<file path="src/lage_row_ram.sv">
module lage_row_ram #(
   parameter int DEPTH = 64,
   parameter int WIDTH = 64
) (
   input  logic                     clock,
   input  logic                     wr_en,
   input  logic [$clog2(DEPTH)-1:0] wr_addr,
   input  logic [WIDTH-1:0]         wr_data,
   input  logic [$clog2(DEPTH)-1:0] rd_addr,
   output logic [WIDTH-1:0]         rd_data
);

   logic [WIDTH-1:0] mem [DEPTH];

   always_ff @(posedge clock) begin
      if (wr_en) begin
         mem[wr_addr] <= wr_data;
      end
   end

   always_ff @(posedge clock) begin
      rd_data <= mem[rd_addr];
   end

endmodule

</file>
<file path="config.mk">
export PLATFORM = sky130hd
export DESIGN_NAME = lage_row_ram
export DESIGN_NICKNAME = d
export VERILOG_FILES = /design/src/lage_row_ram.sv
export SDC_FILE = /design/constraint.sdc
export NUM_CORES = 2
export LEC_CHECK = 0
export CORE_MARGIN = 4
export CORE_UTILIZATION = 50
export DETAILED_ROUTE_END_ITERATION = 8
export DONT_BUFFER_PORTS = 1
export SYNTH_ARGS = -nofsm -noshare
export SYNTH_HDL_FRONTEND = slang
export SYNTH_SLANG_ARGS = --single-unit
</file>
<file path="constraint.sdc">
create_clock -name clock -period 14.5 [get_ports clock]
set_clock_uncertainty 0.2 [all_clocks]
set_input_delay 2.9 -clock clock [delete_from_list [all_inputs] [get_ports clock]]
set_output_delay 2.9 -clock clock [all_outputs]
set_load 0.01 [all_outputs]
</file>
==> reports/qor.yml <==
outcome: "complete, but fails checks"
violations: "slew limit"
seq_area_frac_synth: 0.795
synth.cells.most_frequent: "sky130_fd_sc_hd__edfxtp_1, sky130_fd_sc_hd__mux4_2, sky130_fd_sc_hd__buf_2, sky130_fd_sc_hd__a22oi_1, sky130_fd_sc_hd__clkbuf_1"
count_of_port_buffers_added_during_placement: 0
timing.critical_path.mode_cell: "sky130_fd_sc_hd__buf_16"
synthTopCellsByArea: "sky130_fd_sc_hd__edfxtp_1, sky130_fd_sc_hd__mux4_2, sky130_fd_sc_hd__mux2i_1"
overflow: 0
timing.critical_path.max_delay_family: "buffers and inverters"
num-fill-cells: 22700
design.core.area_um2: 312000
wire_per_inst_um: 37.2
finish.net_count: 6915
tritoncts_clock_tree: "done"
critPathRequiredTime_ns: 15.12
critical_path.n_buffers_inverters: 4
timing.max_cap.violations: 0
worst-endpoint-arrival_ns: 7.58
top_flip_flop_cell_by_instance_count_after_synthesis: "sky130_fd_sc_hd__edfxtp_1"
synthesis.area_per_instance_um2: 23.7
remaining_drc_errors: 0
dieArea_um2: 322000
syn_area_um2: 156000
synth.ff_latch_count: 4160
layout_worst_path_cycle_share: 0.479
power.leakage_nw: 54.4
post-cts-setup-buffers: 0
worst-setup-path-type: "input port to register"
worst-slew-pin-transition_ns: 2.07
regArea_um2: 124000
design_power_total_mw: 25.0
yosysTopAreaCell: "sky130_fd_sc_hd__edfxtp_1"
clk_latency_ns: 0.98
layout_min_cycle_time_ns: 6.95
fmax_mhz: 144
groute.usage.overall: 0.260
dieWidth_um: 567
finalMaxSlewViolations: 258
cpPeakStageDelay_ns: 0.90
yosysUniqueCellTypes: 33
cts_root_buffer: "sky130_fd_sc_hd__clkbuf_16"
clock_path_buffers: 4
power_density_nw_per_um2: 142
area.growth.synth_to_final_pct: 12.4
synth_edf_count: 4096
drt_wl_total_um: 422000
detail_route.iter0.violations: 10700
worst_supply_voltage_drop_on_vdd_mv: 0.133
slew_headroom: -0.381
fp.dieH_um: 567
finish.instance_area_um2: 176000
numClockSinks: 4160
yosys.cell_count.top_type: "sky130_fd_sc_hd__edfxtp_1"
num_io_pins: 142
synth_warnings: 0
initial_core_util: 0.502
critical_path.max_fanout: 216
gp_congestion: 0.765
post-synth-top-area-fraction: 0.787
place.detailed.hpwl_um: 216000
syn_inst: 6598
finalSetupViolCount: 0
vias_per_cell: 6.54
start_kind: "input port"
timing.final.hold_violations: 0
critPathCaptureType: "register"
grt_start_max_net_pins: 875
clock_slew_seen_by_the_registers_of_the_worst_setup_and_hold_paths_ns: 0.06
unrepaired_setup_endpoints_after_global_routing: "false"
detail-route-antenna-nets: 0
fin_hold_ws_ns: 0.636
vias: 74200
antenna_found_initial: 30
worst_hold_path_type: "register to register"
setup_total_negative_slack_ns: 0
hold_fix_buffers_at_cts: 0
post_cts_resize_count: 0
syn-num-nets: 6676
layout_cells_sized_above_1: 0.268
vias_in_the_first_global_route: 74100
synth-async-reset-ratio: 0
path_cells: "buf_16, buf_16, buf_16, nand2b_1, buf_4, o22ai_1, o22ai_1, and3_1"
row_count: 205
clock_tree.htree_level_count: 5
numCtsBuffers: 420
post_dp_cell_area_um2: 162000
slowest_stage: "sky130_fd_sc_hd__buf_16"
area_of_the_multi_input_gates_um2: 30800
drtPass1Iterations: 5
grt_first_pass_wirelength_um: 587000
## layer usage
metal / track usage / routed length, um / vias to the layer above
met1: 0.385 / 169000 / 40700
met3: 0.0436 / 38700 / 660
met4: 0.0779 / 13000 / 0
met5: 0 / 0 / -
met2: 0.403 / 201000 / 3822
li1: - / - / 29000
## registers in the layout (all words and copies together), names as in the netlist
| register | flops |
|---|---|
| mem | 4096 |
| rd_data | 64 |
## placed cells by master, fill, tap and decap left out, drive strengths merged, types with 28 or more instances in the layout
cell type     n
dfxtp        64
nand2        58
inv          30
o221ai       38
nor2b        28
or2          28
nand3        45
edfxtp     4096
clkbuf      584
a211oi       63
mux4       1024
buf         187
o22ai        83
and3         64
a22oi       168
clkinv      147
bufinv       32
nor2        112
or3          29
mux2i       135
a22o         88
## logic make-up (layout without fill, tap and decap cells)
group / after synthesis / in the layout / share of synthesized area
flip-flops: 4160 / 4160 / 0.795
other: 0 / 8 / 0
AND/OR/NAND/NOR: 386 / 386 / 0.0124
multiplexers: 1159 / 1159 / 0.156
AO/OA/AOI/OAI: 504 / 504 / 0.0248
buffers and inverters: 389 / 988 / 0.0118
## worst min-delay path: stages (launching register included)
cell,delay (ns)
sky130_fd_sc_hd__edfxtp_1,0.31
sky130_fd_sc_hd__mux4_2,0.23
sky130_fd_sc_hd__a22oi_1,0.06
sky130_fd_sc_hd__nand3_1,0.07
sky130_fd_sc_hd__and3_1,0.14
## final timing paths
| check | start | end | slack, ns | cells after the start |
|---|---|---|---|---|
| max | rd_addr[1] | rd_data[63]$_DFF_P_ | 7.55 | 8 |
| min | mem[46][34]$_DFFE_PP_ | rd_data[34]$_DFF_P_ | 0.64 | 4 |
| max reg2reg | mem[63][51]$_DFFE_PP_ | rd_data[51]$_DFF_P_ | 12.06 | 5 |
| min reg2reg | mem[46][34]$_DFFE_PP_ | rd_data[34]$_DFF_P_ | 0.64 | 4 |
## power breakdown
group | internal (mW) | switching, mW
Combinational | 0.391 | 0.453
Sequential | 13.3 | 0.0864
Clock | 6.24 | 4.51
Total | 19.9 | 5.05
## cell type report
| type | instances | area share |
|---|---|---|
| Antenna cell | 8 | 0.000114 |
| Clock buffer | 584 | 0.0670 |
| Clock inverter | 198 | 0.0115 |
| Inverter | 19 | 0.000406 |
| Multi-Input combinational cell | 2049 | 0.175 |
| Sequential cell | 4160 | 0.707 |
| Tap cell | 4140 | 0.0295 |
| Timing Repair Buffer | 187 | 0.00958 |
## metrics by stage
stage | instances | util | setup slack (ns)
after floorplan | 6598 | - | 5.96
after global placement | 10500 | 0.519 | 7.26
after detailed placement | 10500 | 0.519 | 7.26
after CTS | 11300 | 0.563 | 8.26
after global routing | 11300 | 0.564 | 7.37
final | 11300 | 0.564 | 7.55
Power figures use the tool's default switching activity.
