==> src/lage_pkg.sv <==
package lage_pkg;

   // Configuration register width and reset value
   localparam int CFG_W = 7;
   localparam logic [CFG_W-1:0] AREA_RESET = 7'd40;

   // Population counter width and its saturation value
   localparam int LIVE_W = 13;
   localparam logic [LIVE_W-1:0] LIVE_MAX = 13'h1FFF;

   // B3/S23 neighbor counts
   localparam int unsigned BIRTH_COUNT   = 3;
   localparam int unsigned SURVIVE_COUNT = 2;

   // Request opcodes
   localparam logic [1:0] OP_WRITE = 2'd0;
   localparam logic [1:0] OP_STEP  = 2'd1;
   localparam logic [1:0] OP_READ  = 2'd2;

   // Register indexes
   localparam int CSR_IDX_W = 2;
   localparam logic [CSR_IDX_W-1:0] CSR_ROWS = 2'd0;
   localparam logic [CSR_IDX_W-1:0] CSR_COLS = 2'd1;

   typedef struct packed {
      logic [1:0] opcode;
      logic [5:0] row;
      logic [5:0] col;
      logic       cell_in;
   } req_data_type;

   typedef struct packed {
      logic              cell_out;
      logic [LIVE_W-1:0] live_count;
   } rsp_data_type;

   typedef struct packed {
      logic [CSR_IDX_W-1:0] index;
      logic [CFG_W-1:0]     value;
   } csr_data_type;

endpackage

==> src/lage_cell_rule.sv <==
module lage_cell_rule #(
   parameter int WIDTH = 64
) (
   input  logic [WIDTH-1:0]         row_up,
   input  logic [WIDTH-1:0]         row_mid,
   input  logic [WIDTH-1:0]         row_dn,
   input  logic [$clog2(WIDTH)-1:0] col,
   output logic                     alive
);

   localparam int CAW = $clog2(WIDTH);

   logic           has_left;
   logic           has_right;
   logic [CAW-1:0] col_l;
   logic [CAW-1:0] col_r;
   logic [7:0]     nbrs;
   logic [3:0]     count;

   assign has_left  = (col != '0);
   assign has_right = (int'(col) < WIDTH - 1);
   assign col_l     = col - CAW'(1);
   assign col_r     = col + CAW'(1);

   always_comb begin
      nbrs[0] = has_left  & row_up[col_l];
      nbrs[1] = row_up[col];
      nbrs[2] = has_right & row_up[col_r];
      nbrs[3] = has_left  & row_mid[col_l];
      nbrs[4] = has_right & row_mid[col_r];
      nbrs[5] = has_left  & row_dn[col_l];
      nbrs[6] = row_dn[col];
      nbrs[7] = has_right & row_dn[col_r];
   end

   always_comb begin
      count = '0;
      for (int i = 0; i < 8; i++) begin
         count = count + 4'(nbrs[i]);
      end
   end

   // born with three, survive with two or three
   assign alive = (count == 4'(lage_pkg::BIRTH_COUNT)) ||
                  (row_mid[col] && (count == 4'(lage_pkg::SURVIVE_COUNT)));

endmodule

==> config.mk <==
export PLATFORM = sky130hd
export DESIGN_NAME = lage_cell_rule
export DESIGN_NICKNAME = d
export VERILOG_FILES = /design/src/lage_pkg.sv /design/src/lage_cell_rule.sv
export SDC_FILE = /design/constraint.sdc
export NUM_CORES = 1
export LEC_CHECK = 0
export BUFFER_PORTS_ARGS = -buffer_cell sky130_fd_sc_hd__buf_4
export CORE_AREA = 2 2 102 104
export DETAILED_ROUTE_END_ITERATION = 12
export DIE_AREA = 0 0 104 106
export PLACE_DENSITY_LB_ADDON = 0.1
export SYNTH_ARGS = -nofsm -noshare
export SYNTH_HDL_FRONTEND = slang
export SYNTH_SLANG_ARGS = --single-unit
==> constraint.sdc <==
create_clock -name vclk -period 7.8
set_input_delay 0.78 -clock vclk [all_inputs]
set_output_delay 0.78 -clock vclk [all_outputs]
set_load 0.02 [all_outputs]
==> impl_metrics.prom <==
# TYPE chip_impl_metric gauge
chip_impl_info{name="result_of_the_run",value="completed"} 1
chip_impl_metric{name="routability_cong",unit=""} 0.969
chip_impl_info{name="worst_setup_path_start_kind",value="primary input"} 1
chip_impl_info{name="worstHoldPathType",value="primary input to output port"} 1
chip_impl_metric{name="max-cap-violations",unit=""} 0
chip_impl_metric{name="fin_worst_hold_slack",unit="ps"} 2270
chip_impl_metric{name="cts_setup_buffers",unit=""} 0
chip_impl_metric{name="dp_hpwl",unit="µm"} 14500
chip_impl_metric{name="buffer_ports.inserted",unit=""} 199
chip_impl_metric{name="die_height",unit="µm"} 106
chip_impl_info{name="most-common-layout-cells",value="212 x sky130_fd_sc_hd__buf_4, 114 x sky130_fd_sc_hd__mux4_2, 83 x sky130_fd_sc_hd__nand2_1, 67 x sky130_fd_sc_hd__mux2i_1, 27 x sky130_fd_sc_hd__nand3_1"} 1
chip_impl_metric{name="seq_cells",unit=""} 0
chip_impl_metric{name="drc",unit=""} 0
chip_impl_metric{name="cp_max_fo",unit=""} 29
chip_impl_metric{name="fillCellCount",unit=""} 824
chip_impl_info{name="mostFrequentLayoutCell",value="sky130_fd_sc_hd__buf_4"} 1
chip_impl_metric{name="post_cts_resize_count",unit=""} 0
chip_impl_metric{name="antenna_found_initial",unit=""} 0
chip_impl_metric{name="die_area",unit="mm²"} 0.0110
chip_impl_metric{name="clkbuf_count",unit=""} 0
chip_impl_metric{name="drtAntennaViolNets",unit=""} 0
chip_impl_metric{name="post_dp_cell_area",unit="mm²"} 0.00653
chip_impl_metric{name="post-route-cell-area",unit="mm²"} 0.00653
chip_impl_metric{name="finalCritPeriodShare",unit="%"} 87.3
chip_impl_metric{name="io_pins",unit=""} 199
chip_impl_metric{name="synthCells",unit=""} 467
chip_impl_metric{name="grt_overflow_total",unit=""} 0
chip_impl_metric{name="period_minus_slack",unit="ps"} 6810
chip_impl_metric{name="num_rows",unit=""} 37
chip_impl_metric{name="fmaxAchievable",unit="MHz"} 147
chip_impl_metric{name="grt_start_max_net_pins",unit=""} 131
chip_impl_metric{name="timing_hold_violations_final",unit=""} 0
chip_impl_metric{name="first_global_vias",unit=""} 5395
chip_impl_info{name="grt_setup_unrepaired",value="no"} 1
chip_impl_metric{name="leak_pwr",unit="nW"} 2.73
chip_impl_metric{name="initial_core_util",unit="%"} 50.0
chip_impl_metric{name="dp_cells",unit=""} 773
chip_impl_metric{name="core_region_area",unit="mm²"} 0.0100
chip_impl_metric{name="ir_drop",unit="mV"} 0.122
chip_impl_metric{name="slew_violations",unit=""} 0
chip_impl_metric{name="final_nets",unit=""} 846
chip_impl_metric{name="postSynthAreaPerCell",unit="µm²"} 10.7
chip_impl_info{name="synth_top_area_cells",value="sky130_fd_sc_hd__mux4_2 51%, sky130_fd_sc_hd__mux2i_1 13%, sky130_fd_sc_hd__nand2_1 6.2%, sky130_fd_sc_hd__nand3_1 2.7%, sky130_fd_sc_hd__buf_4 2.1%"} 1
chip_impl_metric{name="chipWidth",unit="µm"} 104
chip_impl_metric{name="detailedRoute.firstPassIterationCount",unit=""} 6
chip_impl_metric{name="flow.area_growth_from_synthesis",unit="%"} 30.6
chip_impl_metric{name="drt_first_iter_violations",unit=""} 626
chip_impl_metric{name="grtUsageTotal",unit="%"} 33.7
chip_impl_metric{name="timing.setup.tns",unit="ps"} 0
chip_impl_metric{name="worst_slew_pin_slew",unit="ps"} 925
chip_impl_info{name="setup.worst_path.class",value="primary input to output port"} 1
chip_impl_metric{name="n_antenna_cell",unit=""} 0
chip_impl_metric{name="power_per_unit_of_standard_cell_area",unit="mW/mm²"} 87.8
chip_impl_metric{name="finalPower",unit="W"} 0.000573
chip_impl_metric{name="routed_wirelength",unit="µm"} 18600
chip_impl_metric{name="wl_per_cell",unit="µm"} 24.1
chip_impl_info{name="synth_top_cell_by_area",value="sky130_fd_sc_hd__mux4_2"} 1
chip_impl_metric{name="vias",unit=""} 5313
chip_impl_metric{name="final-setup-viol-count",unit=""} 0
chip_impl_info{name="endpoint_kind",value="output port"} 1
chip_impl_metric{name="drt-vias-per-instance",unit=""} 6.87
chip_impl_metric{name="synthDominantCellAreaShare",unit="%"} 51.4
chip_impl_metric{name="relSlewSlack",unit="%"} 38.1
chip_impl_metric{name="synth_seq_area_share",unit="%"} 0
chip_impl_metric{name="worst_ep_required_time",unit="ps"} 7020
chip_impl_metric{name="critical_path_arrival",unit="ps"} 6030
chip_impl_metric{name="ff_latch_area",unit="µm²"} 0
chip_impl_metric{name="yosys_warnings",unit=""} 0
chip_impl_metric{name="mappedNetlistNets",unit=""} 674
chip_impl_metric{name="syn_area",unit="mm²"} 0.00500
chip_impl_metric{name="final_cells",unit=""} 773
chip_impl_metric{name="grt_pass1_wl",unit="µm"} 29600
chip_impl_metric{name="drive_gt1_share",unit="%"} 53.7
chip_impl_metric{name="synth_cell_type_count",unit=""} 49
chip_impl_metric{name="ctsHoldBuffers",unit=""} 0
-- layer usage --
metal	share of wire (%)	wire [µm]	GRT usage (%)
met5	0	0	0
met1	38	7140	45.0
met2	51	9420	58.8
met3	9.7	1810	5.95
met4	1.5	277	5.79
-- report_power, final --
group / leakage (nW) / internal, W / switching [W]
combinational: 2.73 / 0.000298 / 0.000275
clock: 0 / 0 / 0
sequential: 0 / 0 / 0
-- layout make-up --
class	count	area, µm²	share of cell area (%)
Timing Repair Buffer	214	1620	24.9
Multi-Input combinational cell	419	4720	72.3
Inverter	4	15.0	0.230
Tap cell	136	170	2.61
-- cell families (layout without fill, tap and decap cells) --
kind of cell	after synthesis	count (layout)	share of synthesized area (%)
muxes	186	186	66.5
AOI/OAI and AO/OA	61	61	8.46
adders and majority gates	9	9	2.85
xor gates and xnor gates	12	12	3.30
buffers and inverters	48	218	5.76
and+or+nand+nor	151	151	13.1
-- synthesized netlist by cell type (all sizes together) --
master and instances:
a21oi 15, a2111oi 2, nor3 6, nand3 27
and3 1, nor2b 2, o22ai 1, clkbuf 14
a22o 1, a311o 1, ha 5, o211ai 2
o32ai 2, a22oi 2, a311oi 3, a32oi 3
a211oi 5, o21bai 1, nor2 20, o221ai 1
a41oi 1, mux4 116, nand4 5, xnor2 6
mux2i 67, mux2 3, a221oi 3, a31o 1
o2bb2ai 1, nor3b 3, a31oi 10, xor2 6
inv 4, or3 1, o21ai 6, buf 30
fa 4, nand2 83, and2 3
-- per-stage QoR --
step / utilization (%) / setup slack, ps
floorplan: - / 1020
global placement: 65.3 / 1090
detailed placement: 65.3 / 952
CTS: 65.3 / 939
global route: 65.3 / 633
finish: 65.3 / 993
-- final timing paths --
| path | slack [ps] | cells after the start | start | end |
|---|---|---|---|---|
| setup / recovery | 990 | 19 | col[1] | alive |
| hold / removal | 2270 | 5 | col[5] | alive |
-- critical path, cell delays in order --
cell                      delay, ps
sky130_fd_sc_hd__buf_4          330
sky130_fd_sc_hd__inv_1          110
sky130_fd_sc_hd__ha_1           320
sky130_fd_sc_hd__xor2_4         330
sky130_fd_sc_hd__buf_4          400
sky130_fd_sc_hd__mux4_1         600
sky130_fd_sc_hd__nor2_1         110
sky130_fd_sc_hd__a31oi_1         70
sky130_fd_sc_hd__a21oi_1        170
sky130_fd_sc_hd__a22o_1         160
sky130_fd_sc_hd__fa_1           430
sky130_fd_sc_hd__fa_1           520
sky130_fd_sc_hd__fa_1           430
sky130_fd_sc_hd__ha_1           230
sky130_fd_sc_hd__fa_1           440
sky130_fd_sc_hd__o21ai_0        160
sky130_fd_sc_hd__nand2_1         70
sky130_fd_sc_hd__a31oi_1        150
sky130_fd_sc_hd__buf_4          160
(Power assumes the default switching activity.)
